**src/rtl/tgc_pkg.sv**
```systemverilog
// Shared definitions for the touch gesture classifier: gesture codes,
// register indexes, reset values and default widths. No dependencies.
package tgc_pkg;

  // Default widths of coordinates and timestamps.
  localparam int COORD_BITS_DEF = 12;
  localparam int TIME_BITS_DEF  = 32;

  // Output gesture codes. The controller's swipe ids 1..4 match these.
  localparam int GESTURE_BITS = 3;
  typedef logic [GESTURE_BITS-1:0] gesture_t;
  localparam gesture_t G_NONE  = 3'd0;
  localparam gesture_t G_UP    = 3'd1;
  localparam gesture_t G_DOWN  = 3'd2;
  localparam gesture_t G_LEFT  = 3'd3;
  localparam gesture_t G_RIGHT = 3'd4;
  localparam gesture_t G_TAP   = 3'd5;

  // Controller gesture ids.
  typedef logic [7:0] chip_code_t;
  localparam chip_code_t CHIP_UP    = 8'h01;
  localparam chip_code_t CHIP_RIGHT = 8'h04;

  // Configuration register indexes.
  localparam int CFG_INDEX_BITS = 3;
  typedef logic [CFG_INDEX_BITS-1:0] cfg_index_t;
  localparam cfg_index_t REG_ENABLE          = 3'd0;
  localparam cfg_index_t REG_SWIPE_MIN_DIST  = 3'd1;
  localparam cfg_index_t REG_TAP_MAX_DIST    = 3'd2;
  localparam cfg_index_t REG_COORD_LIMIT     = 3'd3;
  localparam cfg_index_t REG_MAX_CONTACT_MS  = 3'd4;
  localparam cfg_index_t REG_RELEASE_TIMEOUT = 3'd5;

  // Register reset values.
  localparam int SWIPE_MIN_DIST_RST  = 40;
  localparam int TAP_MAX_DIST_RST    = 20;
  localparam int COORD_LIMIT_RST     = 280;
  localparam int MAX_CONTACT_MS_RST  = 2000;
  localparam int RELEASE_TIMEOUT_RST = 90;

endpackage

```
**src/rtl/touch_gesture_classifier_unit.sv**
```systemverilog
// Touch gesture classifier: turns controller polls into gesture codes.
// Depends on tgc_pkg for gesture codes, register indexes and reset values.
//
//   channel  signals                                     direction  word
//   in       in_valid, in_stall, frame_valid ... now_ms  into block one poll
//   out      out_valid, out_stall, gesture               out of     one gesture
//   cfg      cfg_valid, cfg_ready, cfg_index, cfg_data   into block one register
//
// The classification and the contact state update are done in the cycle the
// poll is accepted, and the gesture is held in the output register, so a new
// poll is accepted in every cycle unless the input stalls.
// Reset is synchronous; it clears the contact state and loads the register
// defaults. The input stalls only while a gesture waits in the output register
// and the output is stalled. Configuration writes are always ready.
module touch_gesture_classifier_unit #(
  parameter int COORD_BITS = tgc_pkg::COORD_BITS_DEF,
  parameter int TIME_BITS  = tgc_pkg::TIME_BITS_DEF
) (
  input  logic                         clk,
  input  logic                         rst,
  // Poll channel.
  input  logic                         in_valid,
  output logic                         in_stall,
  input  logic                         frame_valid,
  input  tgc_pkg::chip_code_t          gesture_code,
  input  logic [7:0]                   finger_count,
  input  logic [COORD_BITS-1:0]        pos_x,
  input  logic [COORD_BITS-1:0]        pos_y,
  input  logic [TIME_BITS-1:0]         now_ms,
  // Gesture channel.
  output logic                         out_valid,
  input  logic                         out_stall,
  output tgc_pkg::gesture_t            gesture,
  // Configuration channel.
  input  logic                         cfg_valid,
  output logic                         cfg_ready,
  input  tgc_pkg::cfg_index_t          cfg_index,
  input  logic [TIME_BITS-1:0]         cfg_data
);
  import tgc_pkg::*;

  // Configuration registers.
  logic                  enable;
  logic [COORD_BITS-1:0] swipe_min_dist;
  logic [COORD_BITS-1:0] tap_max_dist;
  logic [COORD_BITS-1:0] coord_limit;
  logic [TIME_BITS-1:0]  max_contact_ms;
  logic [TIME_BITS-1:0]  release_timeout_ms;

  // Contact state.
  logic                  was_down;
  logic                  already_gestured;
  logic [TIME_BITS-1:0]  contact_start_time;
  logic [TIME_BITS-1:0]  last_report_time;
  logic [COORD_BITS-1:0] start_x;
  logic [COORD_BITS-1:0] start_y;
  logic [COORD_BITS-1:0] latest_x;
  logic [COORD_BITS-1:0] latest_y;

  logic                  in_acc;
  logic                  down;
  logic                  timed_out;
  logic                  active;
  logic                  press;
  logic                  hold;
  logic                  release_edge;
  logic [TIME_BITS-1:0]  silence;
  logic [TIME_BITS-1:0]  duration;
  logic                  chip_swipe;
  logic [COORD_BITS:0]   dx;
  logic [COORD_BITS:0]   dy;
  logic [COORD_BITS-1:0] ax;
  logic [COORD_BITS-1:0] ay;
  gesture_t              drag_class;
  gesture_t              gesture_next;

  // Handshakes.
  assign cfg_ready = 1'b1;
  assign in_stall  = out_valid & out_stall;
  assign in_acc    = in_valid & ~in_stall;

  // Configuration register writes.
  always_ff @(posedge clk) begin
    if (rst) begin
      enable             <= 1'b0;
      swipe_min_dist     <= COORD_BITS'(SWIPE_MIN_DIST_RST);
      tap_max_dist       <= COORD_BITS'(TAP_MAX_DIST_RST);
      coord_limit        <= COORD_BITS'(COORD_LIMIT_RST);
      max_contact_ms     <= TIME_BITS'(MAX_CONTACT_MS_RST);
      release_timeout_ms <= TIME_BITS'(RELEASE_TIMEOUT_RST);
    end else if (cfg_valid && cfg_ready) begin
      unique case (cfg_index)
        REG_ENABLE:          enable             <= cfg_data[0];
        REG_SWIPE_MIN_DIST:  swipe_min_dist     <= cfg_data[COORD_BITS-1:0];
        REG_TAP_MAX_DIST:    tap_max_dist       <= cfg_data[COORD_BITS-1:0];
        REG_COORD_LIMIT:     coord_limit        <= cfg_data[COORD_BITS-1:0];
        REG_MAX_CONTACT_MS:  max_contact_ms     <= cfg_data;
        REG_RELEASE_TIMEOUT: release_timeout_ms <= cfg_data;
        default: ;
      endcase
    end
  end

  // Contact detection and edge decode. An idle poll only matters once a
  // held contact has been silent past the timeout; it then acts as a release.
  assign down = frame_valid && (finger_count != 8'd0) &&
                (pos_x <= coord_limit) && (pos_y <= coord_limit);
  assign silence   = now_ms - last_report_time;
  assign timed_out = was_down && (silence > release_timeout_ms);
  assign active    = enable && (frame_valid || timed_out);
  assign press        = active && down && !was_down;
  assign hold         = active && down && was_down;
  assign release_edge = active && !down && was_down;
  assign duration     = now_ms - contact_start_time;

  // The controller's swipe ids map straight onto the output codes.
  assign chip_swipe = (gesture_code >= CHIP_UP) && (gesture_code <= CHIP_RIGHT);

  // Drag from the first to the last down position.
  assign dx = {1'b0, latest_x} - {1'b0, start_x};
  assign dy = {1'b0, latest_y} - {1'b0, start_y};
  assign ax = dx[COORD_BITS] ? COORD_BITS'(-dx) : dx[COORD_BITS-1:0];
  assign ay = dy[COORD_BITS] ? COORD_BITS'(-dy) : dy[COORD_BITS-1:0];

  // Classification: a swipe needs its axis to be strictly larger, so a tie is a
  // swipe on neither axis; a short drag on both axes is a tap.
  always_comb begin
    if (ax >= swipe_min_dist && ax > ay) begin
      drag_class = dx[COORD_BITS] ? G_LEFT : G_RIGHT;
    end else if (ay >= swipe_min_dist && ay > ax) begin
      drag_class = dy[COORD_BITS] ? G_UP : G_DOWN;
    end else if (ax <= tap_max_dist && ay <= tap_max_dist) begin
      drag_class = G_TAP;
    end else begin
      drag_class = G_NONE;
    end
  end

  // Result selection for this poll.
  always_comb begin
    gesture_next = G_NONE;
    if (hold && !already_gestured && chip_swipe) begin
      gesture_next = gesture_code[GESTURE_BITS-1:0];
    end else if (release_edge && !already_gestured && duration <= max_contact_ms) begin
      gesture_next = drag_class;
    end
  end

  // Contact state update.
  always_ff @(posedge clk) begin
    if (rst) begin
      was_down           <= 1'b0;
      already_gestured   <= 1'b0;
      contact_start_time <= '0;
      last_report_time   <= '0;
      start_x            <= '0;
      start_y            <= '0;
      latest_x           <= '0;
      latest_y           <= '0;
    end else if (in_acc && active) begin
      was_down <= down;
      if (frame_valid) begin
        last_report_time <= now_ms;
      end
      if (press) begin
        contact_start_time <= now_ms;
        already_gestured   <= 1'b0;
        start_x            <= pos_x;
        start_y            <= pos_y;
        latest_x           <= pos_x;
        latest_y           <= pos_y;
      end else if (hold) begin
        latest_x <= pos_x;
        latest_y <= pos_y;
        if (!already_gestured && chip_swipe) begin
          already_gestured <= 1'b1;
        end
      end
    end
  end

  // Output register.
  always_ff @(posedge clk) begin
    if (rst) begin
      out_valid <= 1'b0;
    end else if (in_acc) begin
      out_valid <= 1'b1;
    end else if (!out_stall) begin
      out_valid <= 1'b0;
    end
  end

  always_ff @(posedge clk) begin
    if (in_acc) begin
      gesture <= gesture_next;
    end
  end

`ifndef SYNTH
  // The input only stalls behind a waiting gesture.
  a_stall_needs_word: assert property (@(posedge clk) disable iff (rst)
    in_stall |-> out_valid)
    else $error("input stalled with empty output register");

  // Every accepted poll leaves a word in the output register.
  a_acc_gives_word: assert property (@(posedge clk) disable iff (rst)
    in_acc |=> out_valid)
    else $error("accepted poll produced no word");

  // A disabled block reports no gesture.
  a_disabled_none: assert property (@(posedge clk) disable iff (rst)
    (in_acc && !enable) |=> (gesture == G_NONE))
    else $error("gesture reported while disabled");

  // Without a held contact there is neither a hold nor a release to report.
  a_no_contact_none: assert property (@(posedge clk) disable iff (rst)
    (in_acc && !was_down) |=> (gesture == G_NONE))
    else $error("gesture reported without a held contact");

  // Only defined gesture codes reach the output.
  a_code_range: assert property (@(posedge clk) disable iff (rst)
    out_valid |-> (gesture <= G_TAP))
    else $error("undefined gesture code");
`endif

endmodule
```
**config.mk**
```make
export PLATFORM = sky130hd
export DESIGN_NAME = touch_gesture_classifier_unit
export DESIGN_NICKNAME = d
export VERILOG_FILES = /design/src/rtl/tgc_pkg.sv /design/src/rtl/touch_gesture_classifier_unit.sv
export SDC_FILE = /design/constraint.sdc
export NUM_CORES = 1
export LEC_CHECK = 0
export ABC_CLOCK_PERIOD_IN_PS = 6250
export BUFFER_PORTS_ARGS = -buffer_cell sky130_fd_sc_hd__buf_2
export CORE_MARGIN = 1
export CORE_UTILIZATION = 39
export DETAILED_ROUTE_END_ITERATION = 8
export GPL_TIMING_DRIVEN = 0
export PLACE_DENSITY = 0.65
export SYNTH_ARGS = -nofsm -noshare
export SYNTH_HDL_FRONTEND = slang
export SYNTH_SLANG_ARGS = --single-unit
```
**constraint.sdc**
```tcl
create_clock -name clk -period 6.25 [get_ports clk]
set_input_delay 1.875 -clock clk [delete_from_list [all_inputs] [get_ports clk]]
set_output_delay 1.875 -clock clk [all_outputs]
set_load 0.05 [all_outputs]
```
==> results.md, run 1 <==
- Clock latency on the worst-skew pair: between 0.5 and 0.6 ns
- RD Place Congestion: ~0.90
- Final Hold Fails: 0
- WL per Instance: roughly 17 µm
- Number of synthesized flops with an enable pin: 3
- Most common cell in the netlist: nand2_1
- Final TNS setup: 0 ns
- Initial antenna violation count: 1
- Synthesis-stage register bit count: 219
- Status: finished, final reports clean
- Cell depth of the worst setup path: 21
- Non-filler cells, final: around 2700
- Register area share after synthesis: 27.7%
- Pins Over Slew Limit: 0
- Slew @ Worst Pin: 1.16 ns
- Asr flop ratio synth: 0%
- Io pins: 119
- Cells after DPL: 2654
- Largest net degree at the start of global routing: 15
- Slew margin rel.: 22.6%
- Max Cap Violations: 0
- H-tree Lvls: 1
- Drc violations: 0
- Yosys warns: 0
- CP startpoint kind: primary input
- Routed Antenna Nets: 0
- Initial DRC count: 825
- Lkg Pwr: 8.15 nW
- Mapped cell area: 15900 µm²
- Setup Crit Path Kind: in2reg
- Via count: 14300
- Net Count, Synth: around 2400
- Library cells used by synthesis: 70
- Initial Util: approximately two fifths
- Required @ worst endpoint: 6.69 ns
- Critical Path Max Stage Delay: between 0.6 and 0.7 ns
- Worst Hold Path Cells: 2
- Synth area leader: dfxtp_1
- First-pass GRT wire length: approximately 71 mm
- Vias in the first global route: 13500
- Total routed wirelength: between 40 and 50 mm
- Max Used Layer: met4
- Crit end category: flop
- Met3 routed WL: 2.43 mm
- Total GRT Usage: between 20 and 25%
- GRT overflow: 0
- Setup violators final: 0
- Prevailing post-synth register cell: dfxtp_1
- Clock tree from TritonCTS: yes
- Met1 Wirelength: just over 20 mm
- HP Class: reg2reg
- Die height: 204 µm
- Synth top area share: ~27%
- Largest fanout on the critical path: 6
- Crit share post-route: slightly below 100%
- Core box area: 40000 µm²
- Overall die area: around 42000 µm²
- DR WL met2: 22.0 mm
- Cell Chain, Critical Path: buf_2, ha_1, a2111oi_1, o21ai_4, a31oi_4, o211ai_1, a221o_1, a21oi_2, buf_4, nand4_1, nand4_1, ha_1, o21a_1, a21o_1, a31oi_2, o21ai_4, o2111ai_4, buf_12, clkbuf_16, mux2i_1, nor2_1
- Clock slew seen by the registers of the worst setup and hold paths: 0.06 ns
- RSZ-0062 raised after global routing: true
- I/O Buffers: 115
- # rows: 73
- PD cells: between 150 and 200 nW/µm²
- Path depth of the worst reg2reg path: 24
- CP top delay family: compound AO/OA/AOI/OAI gates
- DIE WIDTH: 204 µm
- Fmax: between 0.15 and 0.2 GHz
- NumNets Final: 2531
- Top cells by area, synth: dfxtp_1 (27%), ha_1 (19%), nand2_1 (7.1%)
- Clock Sinks: 219
- Synthesized area per cell: 7.91 µm²
- Root buf cell: clkbuf_16
- CTS Buffer Depth: 3
- Syn-to-layout area delta: 17.2%
- Slowest CP cell: a2111oi_1
- Worst Clk Skew: 0.0239 ns
- Crit path time final: roughly 6.1 ns
- CTS buffer count: 27
- DP Wirelength: about 37 mm
- Most instantiated cells after synthesis: nand2_1 (301), ha_1 (236), inv_1 (230), dfxtp_1 (216), a21oi_1 (203)
- Worst Path Arrival: about 6.5 ns
- WP buf/inv: 4
- Largest vdd supply drop: 0.203 mV
- DR vias/cell: between 5 and 6
- TritonRoute pass-1 iters: 5
- Share of cells above drive strength 1: a little under an eighth
- Syn Inst Count: 2014
## cell type report
cell class | count | area [µm²]
Fill cell | 3954 | 21300
Multi-Input combinational cell | 1497 | 10700
Sequential cell | 219 | 4410
Inverter | 231 | 870
Timing Repair Buffer | 136 | 800
Clock buffer | 38 | 767
Tap cell | 525 | 657
Buffer | 66 | 353
Clock inverter | 11 | 126
Antenna cell | 1 | 2.50
## metrics by stage
step	utilization (%)	total power, mW	worst slack [ns]	hold slack [ns]	area [µm²]
global route	46.7	3.78	-0.0938	0.470	18700
detailed placement	42.9	2.01	-2.28	0.447	17200
global placement	42.9	2.00	-2.16	0.443	17200
CTS	45.7	3.64	0.0230	0.455	18300
floorplan	-	1.82	-0.0197	0.436	15900
finish	46.7	3.64	0.150	0.453	18700
## flip-flops by register name, summed over array words and instances (netlist names)
signal,cells
release_timeout_ms,32
was_down,1
out_valid,1
latest_y,12
gesture,3
start_y,12
latest_x,12
contact_start_time,32
already_gestured,1
coord_limit,12
start_x,12
enable,1
swipe_min_dist,12
max_contact_ms,32
tap_max_dist,12
last_report_time,32
## path summary, 6_finish.rpt
kind / from / to / slack, ns
worst max-delay path: now_ms[9] / start_x[3]$_SDFFE_PP0P_ / 0.15
worst max register to register: start_y[0]$_SDFFE_PP0P_ / gesture[0]$_DFFE_PP_ / 0.51
worst min-delay path: last_report_time[12]$_SDFFE_PP0P_ / last_report_time[12]$_SDFFE_PP0P_ / 0.45
worst min register to register: last_report_time[12]$_SDFFE_PP0P_ / last_report_time[12]$_SDFFE_PP0P_ / 0.45
## per-layer routing
| layer | GRT usage, % | vias to the layer above |
|---|---|---|
| met2 | 37.9 | 330 |
| li1 | - | 7220 |
| met4 | 8.37 | 0 |
| met5 | 0 | - |
| met1 | 27.1 | 6691 |
| met3 | 2.68 | 88 |
## worst min-delay path, stage by stage (launching register included)
cell     delay, ns
dfxtp_1       0.31
nand2_1       0.05
a21oi_1       0.05
## cells in the final DEF, fill, tap and decap left out, types with 6 or more instances in the layout
master	netlist	routed
or3_1	9	9
xor2_1	31	30
buf_4	7	20
o211ai_1	22	22
o21ai_0	58	54
clkinv_2	0	6
ha_1	236	234
nor2_1	145	145
a21oi_1	203	194
nand4_1	35	35
clkbuf_16	0	30
a211oi_1	11	7
nor3_1	11	10
a21oi_2	3	12
nand2b_1	20	20
nand2_1	301	301
nand3_1	20	20
buf_2	3	115
xnor2_1	68	68
clkbuf_1	57	62
nor2b_1	19	18
dfxtp_1	216	216
o21bai_1	13	12
a21o_1	76	76
or2_2	8	7
and3_1	6	6
and2_1	10	10
mux2i_1	82	79
inv_1	230	228
o21a_1	19	19
## cells by family (layout without fill, tap and decap cells)
| family | count (synthesis) | count (layout) | share of synthesized area [%] |
|---|---|---|---|
| AO/OA/AOI/OAI | 477 | 477 | 19.1 |
| XOR/XNOR | 99 | 99 | 5.44 |
| adder cells (fa/ha/maj) | 240 | 240 | 19.0 |
| buffers and inverters | 298 | 482 | 7.21 |
| flip-flops | 219 | 219 | 27.7 |
| multiplexers | 82 | 82 | 5.15 |
| other | 1 | 2 | 0.0235 |
| AND/OR/NAND/NOR | 598 | 598 | 16.4 |
## where the power goes
group / internal, mW / switching (mW)
Combinational: 0.239 / 0.361
Clock: 0.940 / 0.670
Sequential: 1.42 / 0.00794
Total: 2.60 / 1.04
## repair_timing
action / 4_1_cts / 5_1_grt
setup buffers: 9 / 8
gates cloned: 0 / 4
pin swaps: 7 / 26
endpoints found under the setup margin: 85 / 85
resized for setup: 33 / 57
hold buffers: 0 / 0
endpoints found under the hold margin: 0 / 0
(Power assumes the default switching activity.)
==> run 2: changes to the inputs <==
- CORE_MARGIN: 1 -> 5
==> run 2 against run 1 <==
Maximum frequency down 0.27%. Sequential cell count is the same. Non-clock buffer count is 2 higher. Clock-buffer cell count decreased by 6. Core utilization shrank 0.57 points. Via count increased by 0.47%. Clock skew decreased by 0.011 ns. Setup slack lost 0.017 ns. Critical path type unchanged. Largest cell class unchanged.
==> results.md, run 2 (same netlist as run 1, synthesis figures left out) <==
- Largest vdd supply drop: 0.209 mV (was 0.203 mV)
- Crit share post-route: 97.9% (was 97.6%)
- Worst Clk Skew: 0.0133 ns (was 0.0239 ns)
- Share of cells above drive strength 1: 12.0% (was 11.7%)
- # rows: 74 (was 73)
- I/O Buffers: 115 (unchanged)
- Reg-to-reg startpoint: latest_y[0]$_SDFFE_PP0P_ (was start_y[0]$_SDFFE_PP0P_)
- Int Pwr: 2.59 mW (was 2.60 mW)
- Vias in the first global route: 13900 (was 13500)
- Status: finished, final reports clean (unchanged)
- DR WL met2: 22.1 mm (was 22.0 mm)
- Slowest CP cell: fa_1 (was a2111oi_1)
- Met3 routed WL: 2.25 mm (was 2.43 mm)
- Slew @ Worst Pin: 1.10 ns (was 1.16 ns)
- RSZ-0062 raised after global routing: true (unchanged)
- Routed Antenna Nets: 0 (unchanged)
- First-pass GRT wire length: 73.2 mm (was 71.4 mm)
- Final TNS setup: 0 ns (unchanged)
- Clock Sinks: 219 (unchanged)
- Largest net degree at the start of global routing: 16 (was 15)
- Crit path launch: now_ms[0] (was now_ms[9])
- Commonest non-fill, non-tap cells in the layout: nand2_1 (299), ha_1 (234), inv_1 (228) (was nand2_1 (301), ha_1 (234), inv_1 (228))
- RR Endpoint: gesture[0]$_DFFE_PP_ (unchanged)
- Core box area: 40600 µm² (was 40000 µm²)
- Fmax: 0.163 GHz (was 0.164 GHz)
- Max Cap Violations: 0 (unchanged)
- Fraction of power consumed by sequential logic: 39.2% (about the same)
- Clock slew seen by the registers of the worst setup and hold paths: 0.06 ns (about the same)
- Required @ worst endpoint: 6.55 ns (was 6.69 ns)
- Io pins: 119 (unchanged)
- HP Class: reg2reg (unchanged)
- GRT overflow: 0 (unchanged)
- Total routed wirelength: 47.1 mm (was 46.6 mm)
- Max Used Layer: met5 (was met4)
- Critical Path Max Stage Delay: 0.40 ns (was 0.68 ns)
- Filler Cells Inserted: 3994 (was 3954)
- H-tree Lvls: 1 (unchanged)
- Overall die area: 45000 µm² (was 41700 µm²)
- Switching power: 1.04 mW (about the same)
- Pins Over Slew Limit: 0 (unchanged)
- Total GRT Usage: 20.1% (was 21.7%)
- DIE WIDTH: 212 µm (was 204 µm)
- Slew margin rel.: 26.7% (was 22.6%)
- Path depth of the worst reg2reg path: 24 (unchanged)
- Root buf cell: clkbuf_16 (unchanged)
- R2R Setup Slk: 0.45 ns (was 0.51 ns)
- Crit end category: flop (unchanged)
- Lkg Pwr: 8.21 nW (was 8.15 nW)
- Initial Util: 39.2% (was 39.8%)
- Final hold slack: 0.455 ns (was 0.453 ns)
- Syn-to-layout area delta: 17.6% (was 17.2%)
- Setup crit end: gesture[1]$_DFFE_PP_ (was start_x[3]$_SDFFE_PP0P_)
- CP startpoint kind: primary input (unchanged)
- Final Hold Fails: 0 (unchanged)
- Met1 Wirelength: 21.1 mm (was 20.4 mm)
- Clock tree from TritonCTS: yes (unchanged)
- Setup violators final: 0 (unchanged)
- Initial DRC count: 922 (was 825)
- Design area: 18700 µm² (about the same)
- Placed instance area: 17200 µm² (about the same)
- Worst Path Arrival: 6.42 ns (was 6.54 ns)
- CTS buffer count: 26 (was 27)
- Initial antenna violation count: 4 (was 1)
- Switching Fraction: 28.7% (was 28.6%)
- Setup Crit Path Kind: in2reg (unchanged)
- Clock power share: 43.9% (was 44.3%)
- RD Place Congestion: 0.926 (was 0.899)
- Comb power frac: 16.8% (was 16.5%)
- DR vias/cell: 5.27 (was 5.26)
- TritonRoute pass-1 iters: 5 (unchanged)
- CTS Buffer Depth: 3 (unchanged)
- Cell Chain, Critical Path: buf_8, inv_6, ha_1, inv_1, fa_1, a21o_1, a21oi_1, o21bai_1, a21oi_2, o21ba_2, a211o_1, o21ai_0, o21ai_1, a21oi_1, xor2_1, ha_1, nand4_1, o21ai_4, nor2_1, a41oi_1, a21boi_4, a2111oi_4, buf_4, a22o_1 (was buf_2, ha_1, a2111oi_1, o21ai_4, a31oi_4, o211ai_1, a221o_1, a21oi_2, buf_4, nand4_1, nand4_1, ha_1, o21a_1, a21o_1, a31oi_2, o21ai_4, o2111ai_4, buf_12, clkbuf_16, mux2i_1, nor2_1)
- Via count: 14400 (was 14300)
- Clock latency on the worst-skew pair: 0.55 ns (was 0.59 ns)
- Commonest non-fill, non-tap cell in the layout: nand2_1 (unchanged)
- WL per Instance: 17.2 µm (was 17.1 µm)
- Largest fanout on the critical path: 3 (was 6)
- PD cells: 194 nW/µm² (was 195 nW/µm²)
- Crit path time final: 6.12 ns (was 6.10 ns)
- Die height: 212 µm (was 204 µm)
- Drc violations: 0 (unchanged)
- DP Wirelength: 37.3 mm (was 36.7 mm)
- NumNets Final: 2532 (was 2531)
## run 2: through the flow
| stage | worst slack [ns] | utilization, % | std cells | total power [mW] |
|---|---|---|---|---|
| floorplan | -0.0197 | - | 2014 | 1.82 |
| global placement | -2.30 | 42.3 | 2661 | 2.00 |
| detailed placement | -2.19 | 42.3 | 2661 | 2.01 |
| CTS | -0.00322 | 45.2 | 2722 | 3.64 |
| global route | -0.0863 | 46.1 | 2733 | 3.79 |
| finish | 0.133 | 46.1 | 2733 | 3.63 |
## run 2: worst min-delay path by stage
stage / from / end / slack, ns / cells past startpoint
after floorplan: coord_limit[10]$_SDFFE_PP0P_ / coord_limit[10]$_SDFFE_PP0P_ / 0.44 / 2
after global placement: last_report_time[29]$_SDFFE_PP0P_ / last_report_time[29]$_SDFFE_PP0P_ / 0.44 / 2
after detailed placement: last_report_time[9]$_SDFFE_PP0P_ / last_report_time[9]$_SDFFE_PP0P_ / 0.45 / 2
after CTS: last_report_time[9]$_SDFFE_PP0P_ / last_report_time[9]$_SDFFE_PP0P_ / 0.46 / 2
after global routing: last_report_time[17]$_SDFFE_PP0P_ / last_report_time[17]$_SDFFE_PP0P_ / 0.47 / 2
final: release_timeout_ms[13]$_SDFFE_PP0P_ / release_timeout_ms[13]$_SDFFE_PP0P_ / 0.46 / 2
## run 2: metal layers
metal	vias to the layer above	GRT usage, %
li1	7243	-
met3	92	2.49
met4	2	6.73
met2	345	34.5
met1	6715	26.3
met5	-	0
## run 2: what timing repair did
action	4_1_cts	5_1_grt
setup endpoints to repair	85	85
pin swaps	8	31
gates resized for setup	40	57
hold buffers	0	0
gates cloned	0	2
buffers inserted	14	7
## run 2: cell type report
type	count	area [µm²]	area share, %
diodes	3	7.51	0.0401
plain buffers	66	365	1.95
clock buffers	32	734	3.92
clock inverters	15	163	0.868
inverters	231	872	4.65
multi-input cells	1497	10700	57.1
flip-flops and latches	219	4410	23.6
well taps	532	666	3.55
repair buffers	138	813	4.34
## run 2: critical path: cells and delay by family
kind            cells  cell delay (ns)
fa+ha+maj           3             0.87
buf+inv             4             0.40
xor+xnor            1             0.16
compound gates     14             2.80
simple gates        2             0.30
## run 2: power groups by stage
stage | clock network, mW | logic [mW] | registers [mW]
after floorplan | 0 | 0.362 | 1.46
after global placement | 0 | 0.543 | 1.45
after detailed placement | 0 | 0.558 | 1.45
after CTS | 1.63 | 0.581 | 1.42
after global routing | 1.69 | 0.679 | 1.42
final | 1.60 | 0.612 | 1.42
